$ cat src/hdl/bslpc_pkg.sv
// Package for the button short/long press classifier.
// Holds the event record type, register codes, widths and reset thresholds.
// No dependencies.
`default_nettype none

package bslpc_pkg;

  localparam int PIN_COUNT = 4;
  localparam int IDX_W     = 2;
  localparam int TIME_W    = 64;
  localparam int CFG_W     = 16;
  localparam int THR_US_W  = 26;
  localparam int US_PER_MS = 1000;
  localparam int QDEPTH    = 2;
  localparam int QPTR_W    = 1;
  localparam int QCNT_W    = 2;

  localparam logic [CFG_W-1:0] SHORT_MIN_RST = 16'd50;
  localparam logic [CFG_W-1:0] LONG_MIN_RST  = 16'd1000;

  localparam logic [THR_US_W-1:0] SHORT_US_RST =
    THR_US_W'(SHORT_MIN_RST) * THR_US_W'(US_PER_MS);
  localparam logic [THR_US_W-1:0] LONG_US_RST =
    THR_US_W'(LONG_MIN_RST) * THR_US_W'(US_PER_MS);

  typedef enum logic {
    REG_SHORT_MIN = 1'b0,
    REG_LONG_MIN  = 1'b1
  } cfg_reg_t;

  typedef enum logic {
    KIND_SHORT = 1'b0,
    KIND_LONG  = 1'b1
  } press_kind_t;

  typedef struct packed {
    logic [PIN_COUNT-1:0] ev_mask;
    logic [PIN_COUNT-1:0] ev_kind;
  } poll_rec_t;

  function automatic logic [IDX_W-1:0] first_bit(input logic [PIN_COUNT-1:0] m);
    logic [IDX_W-1:0] idx;
    idx = '0;
    for (int i = PIN_COUNT - 1; i >= 0; i--) begin
      if (m[i]) begin
        idx = IDX_W'(i);
      end
    end
    return idx;
  endfunction

endpackage

`default_nettype wire

$ cat src/hdl/bslpc_front.sv
// Front part: threshold registers, per-button press state and classification.
// Turns each accepted poll that yields events into one record of events. Depends on bslpc_pkg.
`default_nettype none

module bslpc_front import bslpc_pkg::*; #(
  parameter int NUM_BUTTONS = 4
) (
  input  wire logic                 clk,
  input  wire logic                 rst_n,
  input  wire logic                 cfg_we,
  input  wire logic                 cfg_index,
  input  wire logic [CFG_W-1:0]     cfg_wdata,
  input  wire logic                 in_push,
  input  wire logic [PIN_COUNT-1:0] in_pin_levels,
  input  wire logic [TIME_W-1:0]    in_now_us,
  input  wire logic                 q_full,
  output logic                      q_push,
  output poll_rec_t                 q_rec
);

  localparam int NUM_LANES = (NUM_BUTTONS < PIN_COUNT) ? NUM_BUTTONS : PIN_COUNT;

  logic [THR_US_W-1:0]  short_us_r, short_us_nxt;
  logic [THR_US_W-1:0]  long_us_r, long_us_nxt;
  logic [THR_US_W-1:0]  cfg_us;
  logic                 accept;
  logic [PIN_COUNT-1:0] ev_mask;
  logic [PIN_COUNT-1:0] ev_kind;

  assign cfg_us = THR_US_W'(cfg_wdata) * THR_US_W'(US_PER_MS);

  always_comb begin
    short_us_nxt = short_us_r;
    long_us_nxt  = long_us_r;
    if (cfg_we) begin
      case (cfg_reg_t'(cfg_index))
        REG_SHORT_MIN: short_us_nxt = cfg_us;
        REG_LONG_MIN:  long_us_nxt  = cfg_us;
        default: ;
      endcase
    end
  end

  always_ff @(posedge clk) begin
    if (!rst_n) begin
      short_us_r <= SHORT_US_RST;
      long_us_r  <= LONG_US_RST;
    end else begin
      short_us_r <= short_us_nxt;
      long_us_r  <= long_us_nxt;
    end
  end

  assign accept = in_push && !q_full;

  for (genvar b = 0; b < NUM_LANES; b++) begin : g_lane
    logic              held_r, held_nxt;
    logic              done_r, done_nxt;
    logic [TIME_W-1:0] start_r, start_nxt;
    logic              down;
    logic [TIME_W-1:0] elapsed;
    logic              short_ok;
    logic              long_ok;
    logic              lane_ev;
    logic              lane_kind;

    assign down     = ~in_pin_levels[b];
    assign elapsed  = in_now_us - start_r;
    assign short_ok = elapsed >= TIME_W'(short_us_r);
    assign long_ok  = elapsed >= TIME_W'(long_us_r);

    always_comb begin
      held_nxt  = held_r;
      done_nxt  = done_r;
      start_nxt = start_r;
      lane_ev   = 1'b0;
      lane_kind = KIND_SHORT;
      if (accept) begin
        if (down && !held_r) begin
          held_nxt  = 1'b1;
          start_nxt = in_now_us;
          done_nxt  = 1'b0;
        end else if (!down && held_r) begin
          held_nxt = 1'b0;
          lane_ev  = !done_r && short_ok;
        end else if (down && held_r && !done_r && long_ok) begin
          done_nxt  = 1'b1;
          lane_ev   = 1'b1;
          lane_kind = KIND_LONG;
        end
      end
    end

    always_ff @(posedge clk) begin
      if (!rst_n) begin
        held_r <= 1'b0;
        done_r <= 1'b0;
      end else begin
        held_r <= held_nxt;
        done_r <= done_nxt;
      end
    end

    always_ff @(posedge clk) begin
      start_r <= start_nxt;
    end

    assign ev_mask[b] = lane_ev;
    assign ev_kind[b] = lane_kind;
  end

  if (NUM_LANES < PIN_COUNT) begin : g_pad
    assign ev_mask[PIN_COUNT-1:NUM_LANES] = '0;
    assign ev_kind[PIN_COUNT-1:NUM_LANES] = '0;
  end

  assign q_push        = accept && (ev_mask != '0);
  assign q_rec.ev_mask = ev_mask;
  assign q_rec.ev_kind = ev_kind;

endmodule

`default_nettype wire

$ cat src/hdl/bslpc_queue.sv
// Short record queue between the front and back parts.
// Register array with read and write pointers. Depends on bslpc_pkg.
`default_nettype none

module bslpc_queue import bslpc_pkg::*; (
  input  wire logic  clk,
  input  wire logic  rst_n,
  input  wire logic  push,
  input  poll_rec_t  push_rec,
  output logic       full,
  input  wire logic  pop,
  output poll_rec_t  head_rec,
  output logic       empty
);

  poll_rec_t           mem [QDEPTH];
  logic [QPTR_W-1:0]   wr_ptr_r, wr_ptr_nxt;
  logic [QPTR_W-1:0]   rd_ptr_r, rd_ptr_nxt;
  logic [QCNT_W-1:0]   cnt_r, cnt_nxt;
  logic                do_push;
  logic                do_pop;

  assign full     = cnt_r == QCNT_W'(QDEPTH);
  assign empty    = cnt_r == '0;
  assign do_push  = push && !full;
  assign do_pop   = pop && !empty;
  assign head_rec = mem[rd_ptr_r];

  always_comb begin
    wr_ptr_nxt = do_push ? wr_ptr_r + QPTR_W'(1) : wr_ptr_r;
    rd_ptr_nxt = do_pop ? rd_ptr_r + QPTR_W'(1) : rd_ptr_r;
    cnt_nxt    = cnt_r;
    if (do_push && !do_pop) begin
      cnt_nxt = cnt_r + QCNT_W'(1);
    end else if (do_pop && !do_push) begin
      cnt_nxt = cnt_r - QCNT_W'(1);
    end
  end

  always_ff @(posedge clk) begin
    if (!rst_n) begin
      wr_ptr_r <= '0;
      rd_ptr_r <= '0;
      cnt_r    <= '0;
    end else begin
      wr_ptr_r <= wr_ptr_nxt;
      rd_ptr_r <= rd_ptr_nxt;
      cnt_r    <= cnt_nxt;
    end
  end

  always_ff @(posedge clk) begin
    if (do_push) begin
      mem[wr_ptr_r] <= push_rec;
    end
  end

endmodule

`default_nettype wire

$ cat src/hdl/bslpc_back.sv
// Back part: takes records from the queue and hands out their events one per pop.
// Holds the current record in an output register. Depends on bslpc_pkg.
`default_nettype none

module bslpc_back import bslpc_pkg::*; (
  input  wire logic   clk,
  input  wire logic   rst_n,
  input  poll_rec_t   q_head,
  input  wire logic   q_empty,
  output logic        q_pop,
  input  wire logic   out_pop,
  output logic        out_empty,
  output logic [IDX_W-1:0] out_button_index,
  output logic        out_press_kind,
  output logic        out_last_event
);

  poll_rec_t            cur_r, cur_nxt;
  logic                 cur_valid_r, cur_valid_nxt;
  logic [IDX_W-1:0]     idx;
  logic                 is_last;
  logic                 taken;
  logic                 load;
  logic [PIN_COUNT-1:0] rest_mask;

  assign idx       = first_bit(cur_r.ev_mask);
  assign rest_mask = cur_r.ev_mask & (cur_r.ev_mask - PIN_COUNT'(1));
  assign is_last   = rest_mask == '0;
  assign taken     = out_pop && cur_valid_r;
  assign load      = !cur_valid_r || (taken && is_last);
  assign q_pop     = load && !q_empty;

  always_comb begin
    cur_nxt       = cur_r;
    cur_valid_nxt = cur_valid_r;
    if (load) begin
      cur_nxt       = q_head;
      cur_valid_nxt = !q_empty;
    end else if (taken) begin
      cur_nxt.ev_mask = rest_mask;
    end
  end

  always_ff @(posedge clk) begin
    if (!rst_n) begin
      cur_valid_r <= 1'b0;
    end else begin
      cur_valid_r <= cur_valid_nxt;
    end
  end

  always_ff @(posedge clk) begin
    cur_r <= cur_nxt;
  end

  assign out_empty        = !cur_valid_r;
  assign out_button_index = idx;
  assign out_press_kind   = cur_r.ev_kind[idx];
  assign out_last_event   = is_last;

`ifndef SYNTHESIS
  a_cur_nonzero: assert property (@(posedge clk) disable iff (!rst_n)
    cur_valid_r |-> (cur_r.ev_mask != '0))
    else $error("current record holds no event");

  a_more_after_nonlast: assert property (@(posedge clk) disable iff (!rst_n)
    (taken && !is_last) |=> !out_empty)
    else $error("events of a record dropped");

  a_kind_in_mask: assert property (@(posedge clk) disable iff (!rst_n)
    (q_pop) |=> ((cur_r.ev_kind & ~cur_r.ev_mask) == '0))
    else $error("long flag set without event");

  a_no_pop_when_busy: assert property (@(posedge clk) disable iff (!rst_n)
    (cur_valid_r && !out_pop) |-> !q_pop)
    else $error("record loaded over a pending one");
`endif

endmodule

`default_nettype wire

$ cat src/hdl/button_short_long_press_classifier_top.sv
// Top level of the button short/long press classifier.
// Instantiates bslpc_front, bslpc_queue and bslpc_back; depends on bslpc_pkg.
`default_nettype none

// A poll is taken whenever in_full is low, so polls may arrive
// back to back; the front classifies every button in that cycle and queues one
// record of events when any event fires. The first event of a poll reaches the
// result ports after it passes the record queue and the back's output register,
// and the back hands out one event per cycle while out_pop is high; a poll holds
// at most four events. A two-entry record queue sits between the sides; in_full
// rises only when both entries and the output register are occupied.
module button_short_long_press_classifier_top import bslpc_pkg::*; #(
  parameter int NUM_BUTTONS = 4
) (
  input  wire logic                 clk,
  input  wire logic                 rst_n,
  input  wire logic                 cfg_we,
  input  wire logic                 cfg_index,
  input  wire logic [CFG_W-1:0]     cfg_wdata,
  input  wire logic                 in_push,
  output logic                      in_full,
  input  wire logic [PIN_COUNT-1:0] in_pin_levels,
  input  wire logic [TIME_W-1:0]    in_now_us,
  output logic                      out_empty,
  input  wire logic                 out_pop,
  output logic [IDX_W-1:0]          out_button_index,
  output logic                      out_press_kind,
  output logic                      out_last_event
);

  logic      q_push;
  logic      q_full;
  logic      q_pop;
  logic      q_empty;
  poll_rec_t q_in_rec;
  poll_rec_t q_head_rec;

  assign in_full = q_full;

  bslpc_front #(
    .NUM_BUTTONS(NUM_BUTTONS)
  ) u_front (
    .clk          (clk),
    .rst_n        (rst_n),
    .cfg_we       (cfg_we),
    .cfg_index    (cfg_index),
    .cfg_wdata    (cfg_wdata),
    .in_push      (in_push),
    .in_pin_levels(in_pin_levels),
    .in_now_us    (in_now_us),
    .q_full       (q_full),
    .q_push       (q_push),
    .q_rec        (q_in_rec)
  );

  bslpc_queue u_queue (
    .clk     (clk),
    .rst_n   (rst_n),
    .push    (q_push),
    .push_rec(q_in_rec),
    .full    (q_full),
    .pop     (q_pop),
    .head_rec(q_head_rec),
    .empty   (q_empty)
  );

  bslpc_back u_back (
    .clk             (clk),
    .rst_n           (rst_n),
    .q_head          (q_head_rec),
    .q_empty         (q_empty),
    .q_pop           (q_pop),
    .out_pop         (out_pop),
    .out_empty       (out_empty),
    .out_button_index(out_button_index),
    .out_press_kind  (out_press_kind),
    .out_last_event  (out_last_event)
  );

endmodule

`default_nettype wire

$ cat config.mk
export PLATFORM = sky130hd
export DESIGN_NAME = button_short_long_press_classifier_top
export DESIGN_NICKNAME = d
export VERILOG_FILES = /design/src/hdl/bslpc_pkg.sv /design/src/hdl/bslpc_front.sv /design/src/hdl/bslpc_queue.sv /design/src/hdl/bslpc_back.sv /design/src/hdl/button_short_long_press_classifier_top.sv
export SDC_FILE = /design/constraint.sdc
export NUM_CORES = 1
export LEC_CHECK = 0
export BUFFER_PORTS_ARGS = -buffer_cell sky130_fd_sc_hd__buf_2
export CORE_ASPECT_RATIO = 1.4
export CORE_UTILIZATION = 40
export DETAILED_ROUTE_END_ITERATION = 8
export GPL_TIMING_DRIVEN = 0
export HOLD_SLACK_MARGIN = 0.06
export PLACE_DENSITY = 0.51
export RECOVER_POWER = 50
export SLEW_MARGIN = 40
export SYNTH_ARGS = -nofsm -noshare
export SYNTH_HDL_FRONTEND = slang
export SYNTH_SLANG_ARGS = --single-unit
export TNS_END_PERCENT = 20
$ cat constraint.sdc
create_clock -name clk -period 10.23 [get_ports clk]
set_clock_uncertainty 0.15 [all_clocks]
set_input_delay 3.069 -clock clk [delete_from_list [all_inputs] [get_ports clk]]
set_output_delay 3.069 -clock clk [all_outputs]
set_load 0.01 [all_outputs]
==> metrics.txt, run 1 <==
outcome=finished, violations left; failing checks=capacitance limit, slew limit; total grt overflow=0; hpwl dp=roughly 110 mm; Slew Viols, Final=58; RSZ-0062 raised after global routing=no; 1st-iter DRT viols=about 2400; die area=a little over 90000 µm²; Final Hold Vio Count=0; CTS Sinks=340; H-tree lvl count=2; most frequent cell after synthesis=ha_1; root buffer cell=clkbuf_16; initial antenna violation count=2; synth unique cells=~110; postcts setup bufs=0; Most used DFF post-synth=edfxtp_1; number of remaining DRC errors=0; Layout Nets=5168; clk slew on worst S/H paths=about 60 ps; synth warn=0; final setup TNS=0 ps; core area=about 90000 µm²; IO buf count=95; fmax=approximately 100 MHz; Starting Density=about two fifths; post-layout util=around 44%; Maximum Capacitance Violations=2; Mapped Cells=about 4400; Synth area leader=edfxtp_1; share of cells above drive strength 1=5.01%; Yosys top cell area share=about 23%; largest net degree at the start of global routing=54; Final Cycle Share=between 90% and 100%; die width=257 µm; ranking of synthesized cells by area=edfxtp_1 23%, ha_1 17%, a21oi_1 6.2%, nand2_1 4.2%, inv_1 4.2%; Worst R2R Setup Slack=3160 ps; Critical Path RT=between 10000 and 15000 ps; Worst Path Arrival=just over 10000 ps; DP Cell Count=roughly 5700; Worst Setup Start Kind=input pin; Tightest Pin Transition=~2000 ps; Tmin final=roughly 9700 ps; Peak VDD IR=0.142 mV; Cell Rows=130; Clock Latency Late Sink=~620 ps; FF+latch count, synth=340; Pwr Density=around 180 nW/µm²; CTS tree=yes; Area Overhead vs Synth=9.66%; Cell Count, Final, Fillers Out=between 5000 and 6000; Mapped Nets=~5000; # IOs=96; number of flops mapped to enable cells by yosys=280; total CTS buffers=44; first-pass GRT wire length=between 150 and 200 mm; Post-synth top cells=502 x ha_1, 455 x a21oi_1, 409 x nand2_1, 404 x inv_1, 280 x edfxtp_1; cts repair resizes=0; global-route usage over all layers=approximately 28%; RePlAce Congestion=0.956; via count=33400; Final Setup Violations=0; asr flop ratio synth=0%; Post-Syn Area=36500 µm²; vias in the first global route=between 30000 and 40000; routed vias/inst=5.81; Mean Syn Cell Area=about 8.4 µm²; WS Path Type=input pin to register; chip height=about 360 µm; Seq/Total Area, Yosys=approximately a quarter; First-pass DRT Iterations=6; Crit Path Max Fanout=8; DR WL/cell=22.7 µm; final wirelength=130 mm; remaining antenna violation count after routing=0; Post-DP Area=38600 µm²; fin area=approximately 40000 µm²; Hold Buf Count CTS=0; Setup crit end kind=register; Hold Crit Class=register to register; Max-slew headroom=-32.3%; hold slack=~310 ps; Max Buffers Root-to-Sink=3; Pleak=approximately 17 nW
[report_power, final]
group / internal [mW] / switching [mW] / total [mW]
clock: 0.954 / 0.684 / 1.64
sequential: 1.71 / 0.0739 / 1.78
combinational: 1.43 / 2.52 / 3.95
[through the flow]
stage / setup WS [ps] / power [mW]
CTS: 785 / 7.41
finish: 561 / 7.37
detailed placement: 149 / 5.73
floorplan: 1720 / 4.54
global placement: -1190 / 5.70
global route: 206 / 7.93
[placed cells by master, fill, tap and decap left out, types with 45 or more instances in the layout]
| cell | netlist | routed |
|---|---|---|
| ha_1 | 502 | 502 |
| a21oi_1 | 455 | 455 |
| nand2_1 | 409 | 409 |
| inv_1 | 404 | 402 |
| edfxtp_1 | 280 | 280 |
| nor2_1 | 275 | 275 |
| o21ai_0 | 256 | 256 |
| clkbuf_1 | 113 | 188 |
| nand4_1 | 138 | 138 |
| a21o_1 | 110 | 110 |
| xnor2_1 | 107 | 107 |
| nor3_1 | 99 | 99 |
| nand3_1 | 96 | 96 |
| xor2_1 | 86 | 86 |
| o21a_1 | 78 | 78 |
| o211ai_1 | 65 | 65 |
| buf_2 | 35 | 64 |
| dfxtp_1 | 60 | 60 |
| fa_1 | 58 | 58 |
| clkbuf_16 | 0 | 49 |
| nand2b_1 | 45 | 45 |
| nor2b_1 | 45 | 45 |
[logic make-up (layout without fill, tap and decap cells)]
kind of cell,Yosys count,count (layout),synth area share (%)
compound gates,1347,1347,23.7
xor+xnor,193,193,4.63
fa+ha+maj,560,560,20.4
buf+inv,560,742,5.92
flops,340,340,26.3
mux,26,26,0.764
other cells,0,2,0
simple gates,1344,1344,18.3
[final timing paths]
path | startpoint | endpoint | cells past startpoint
setup / recovery | in_now_us[7] | u_queue.cnt_r[1] | 24
setup reg to reg | u_front.g_lane[0].start_r[0] | u_queue.cnt_r[1] | 24
hold reg to reg | u_front.long_us_r[4] | u_front.long_us_r[4] | 2
hold / removal | u_front.long_us_r[4] | u_front.long_us_r[4] | 2
[per-layer routing]
layer	share of wire (%)	vias to the layer above	routed length [µm]	track usage (%)
met1	41	15800	53000	32.8
met4	5.9	0	7640	14.8
met2	50	863	65200	49.6
li1	-	16500	-	-
met3	3.5	245	4570	2.15
met5	0	-	0	0
[state kept, by name (all words and copies together), names as in the netlist, named ones only]
register	count
u_back.cur_r	8
u_queue.rd_ptr_r	1
u_front.g_lane.held_r	4
u_front.g_lane.done_r	4
u_front.short_us_r	23
u_queue.wr_ptr_r	1
u_front.long_us_r	23
u_front.g_lane.start_r	256
u_queue.mem	16
u_back.cur_valid_r	1
u_queue.cnt_r	2
[worst max-delay path: stages]
cell and delay [ps]:
clkbuf_1 660, ha_1 440, a21oi_1 210, o21ai_0 140, or3_1 470, o21ai_0 390
o21ai_0 230, a21oi_1 270, o21bai_1 140, xor2_1 250, ha_1 290, nand4_1 160
nor4b_1 120, nand3_1 100, a211o_1 110, nand3_1 90, o22ai_1 590, o2111ai_1 200
nor4_2 490, o21ai_1 320, or3_1 450, ha_1 330, or3_1 380, a21oi_1 130
[layout make-up]
cell class                      instances  area [µm²]
Antenna cell                            2        5.00
Buffer                                156         646
Clock buffer                           57        1270
Clock inverter                         23         220
Fill cell                            9241       50100
Inverter                              404        1530
Multi-Input combinational cell       3470       24800
Sequential cell                       340        9610
Tap cell                             1188        1490
Timing Repair Buffer                  102         495
No activity file was read; power rests on OpenSTA's default activity.
==> run 2, diff against run 1 <==
BUFFER_PORTS_ARGS = -buffer_cell sky130_fd_sc_hd__buf_4   (was -buffer_cell sky130_fd_sc_hd__buf_2)
==> metrics.txt, run 2 (synthesis results as in run 1) <==
outcome=finished, violations left; failing checks=capacitance limit, slew limit; largest net degree at the start of global routing=56; Top reg by flops=u_front.g_lane.start_r; CTS tree=yes; IO buf count=between 90 and 100; Clock Latency Late Sink=620 ps; Maximum Capacitance Violations=2; Critical Path RT=roughly 11000 ps; Final Hold Vio Count=0; Max Buffers Root-to-Sink=3; total grt overflow=0; WS Path Type=input pin to register; Setup crit end kind=register; root buffer cell=clkbuf_16; Cell Count, Final, Fillers Out=between 5000 and 6000; postcts setup bufs=0; Layout Nets=~5200; clk slew on worst S/H paths=60 ps; cts repair resizes=0; total CTS buffers=44; RePlAce Congestion=0.977; fmax=103 MHz; Worst Path Arrival=10070 ps; Pleak=16.5 nW; FF+latch area=roughly 9600 µm²; Final Setup Violations=0; hpwl dp=around 110 mm; Crit Path Max Fanout=8; Cell Rows=130; core area=between 90000 and 100000 µm²; Tmin final=a little under 10000 ps; final worst slack=between 500 and 600 ps; Multi-input gate area=roughly 25000 µm²; share of cells above drive strength 1=about 5.1%; CTS Sinks=between 300 and 400; RSZ-0062 raised after global routing=no; most common cell after layout, fill and taps aside=ha_1; most frequent cells in the layout=502 x ha_1, 455 x a21oi_1, 409 x nand2_1; Area Overhead vs Synth=9.53%; DR WL/cell=between 20 and 25 µm; Tightest Pin Transition=just over 2000 ps; die area=roughly 92000 µm²; vias in the first global route=roughly 32000; max reg flops=approximately 260; routed vias/inst=roughly 5.8; via count=between 30000 and 40000; first-pass GRT wire length=slightly below 200 mm; initial antenna violation count=2; Worst R2R Setup Slack=3180 ps; # IOs=between 90 and 100; global-route usage over all layers=between 20% and 30%; Worst Setup Start Kind=input pin; Worst R2R Path Depth=24; Min-Delay Path Depth=2; Final Cycle Share=a little over nine tenths; Slew Viols, Final=between 50 and 60; H-tree lvl count=2; Starting Density=approximately two fifths; Max-slew headroom=-35.7%; # fillers=between 9000 and 10000; chip height=between 300 and 400 µm; Pwr Density=182 nW/µm²; remaining antenna violation count after routing=0; DP Cell Count=~5700; hold slack=approximately 300 ps; Critical R2R Capture=u_queue.cnt_r[1]; Largest regs=u_front.g_lane.start_r: 256 flops, u_front.long_us_r: 23 flops, u_front.short_us_r: 23 flops; die width=257 µm; Hold Buf Count CTS=0; number of remaining DRC errors=0; First-pass DRT Iterations=6; final wirelength=roughly 130 mm; 1st-iter DRT viols=2088; Peak VDD IR=about 0.15 mV; Hold Crit Start=u_front.long_us_r[13]; Hold Crit Class=register to register; DP Worst Slack=approximately 180 ps; Critical R2R Launch=u_front.g_lane[0].start_r[0]; Hold Path End=u_front.long_us_r[13]
run 2: cell types whose count changed in the layout (fill, tap and decap cells not counted), moves of 2 or more:
cell	previous run	this run
buf_4	2	30
inv_4	1	3
bufinv_16	3	0
clkbuf_16	49	45
clkinv_2	3	9
buf_2	64	36
run 2: critical path, cell delays in order:
cell,delay (ps)
clkbuf_1,640
ha_1,440
a21oi_1,210
o21ai_0,140
or3_1,460
o21ai_0,410
o21ai_0,230
a21oi_1,250
o21bai_1,130
xor2_1,250
ha_1,300
nand4_1,150
nor4b_1,110
nand3_1,90
a211o_1,100
nand3_1,90
o22ai_1,600
o2111ai_1,200
nor4_2,530
o21ai_1,330
or3_1,460
ha_1,330
or3_1,390
a21oi_1,140
run 2: layout make-up:
type,count,area share (%)
tap,1188,3.72
clock buffer,54,2.95
timing repair buffer,103,1.45
multi-input combinational,3470,62.0
clock inverter,27,0.432
sequential,340,24.0
antenna,1,0.00626
inverter,404,3.82
buffer,156,1.61
run 2: stage by stage:
stage / power (mW) / TNS (ps) / cell area (µm²) / utilization [%]
CTS: 7.31 / 0 / 40300 / 44.7
global route: 7.80 / 0 / 40000 / 44.4
finish: 7.26 / 0 / 40000 / 44.4
floorplan: 4.54 / 0 / 36500 / -
detailed placement: 5.75 / 0 / 38900 / 43.2
global placement: 5.72 / -14100 / 38700 / 42.9
run 2: metal layers:
metal / track usage, % / vias to the layer above / wire (µm) / share of wire [%]
met2: 49.3 / 859 / 64700 / 49
met1: 32.6 / 15900 / 53100 / 41
met5: 0 / - / 0 / 0
met4: 15.4 / 0 / 8340 / 6.4
met3: 2.60 / 263 / 4940 / 3.8
li1: - / 16500 / - / -
run 2: power by group:
part	switching (mW)	total, mW	internal [mW]	leakage (nW)
logic	2.52	3.96	1.45	12.7
clock network	0.686	1.51	0.827	0.663
registers	0.0752	1.78	1.71	3.11
run 2: how the worst max path moves through the flow:
stage | startpoint | to | slack, ps | depth (start not counted)
after floorplan | in_now_us[0] | u_queue.cnt_r[1] | 1720 | 26
after global placement | in_now_us[2] | u_queue.cnt_r[1] | -1210 | 17
after detailed placement | in_now_us[0] | u_queue.cnt_r[1] | 180 | 23
after CTS | in_now_us[0] | u_queue.cnt_r[1] | 810 | 25
after global routing | in_now_us[0] | u_queue.cnt_r[1] | 250 | 25
final | in_now_us[7] | u_queue.cnt_r[1] | 560 | 24
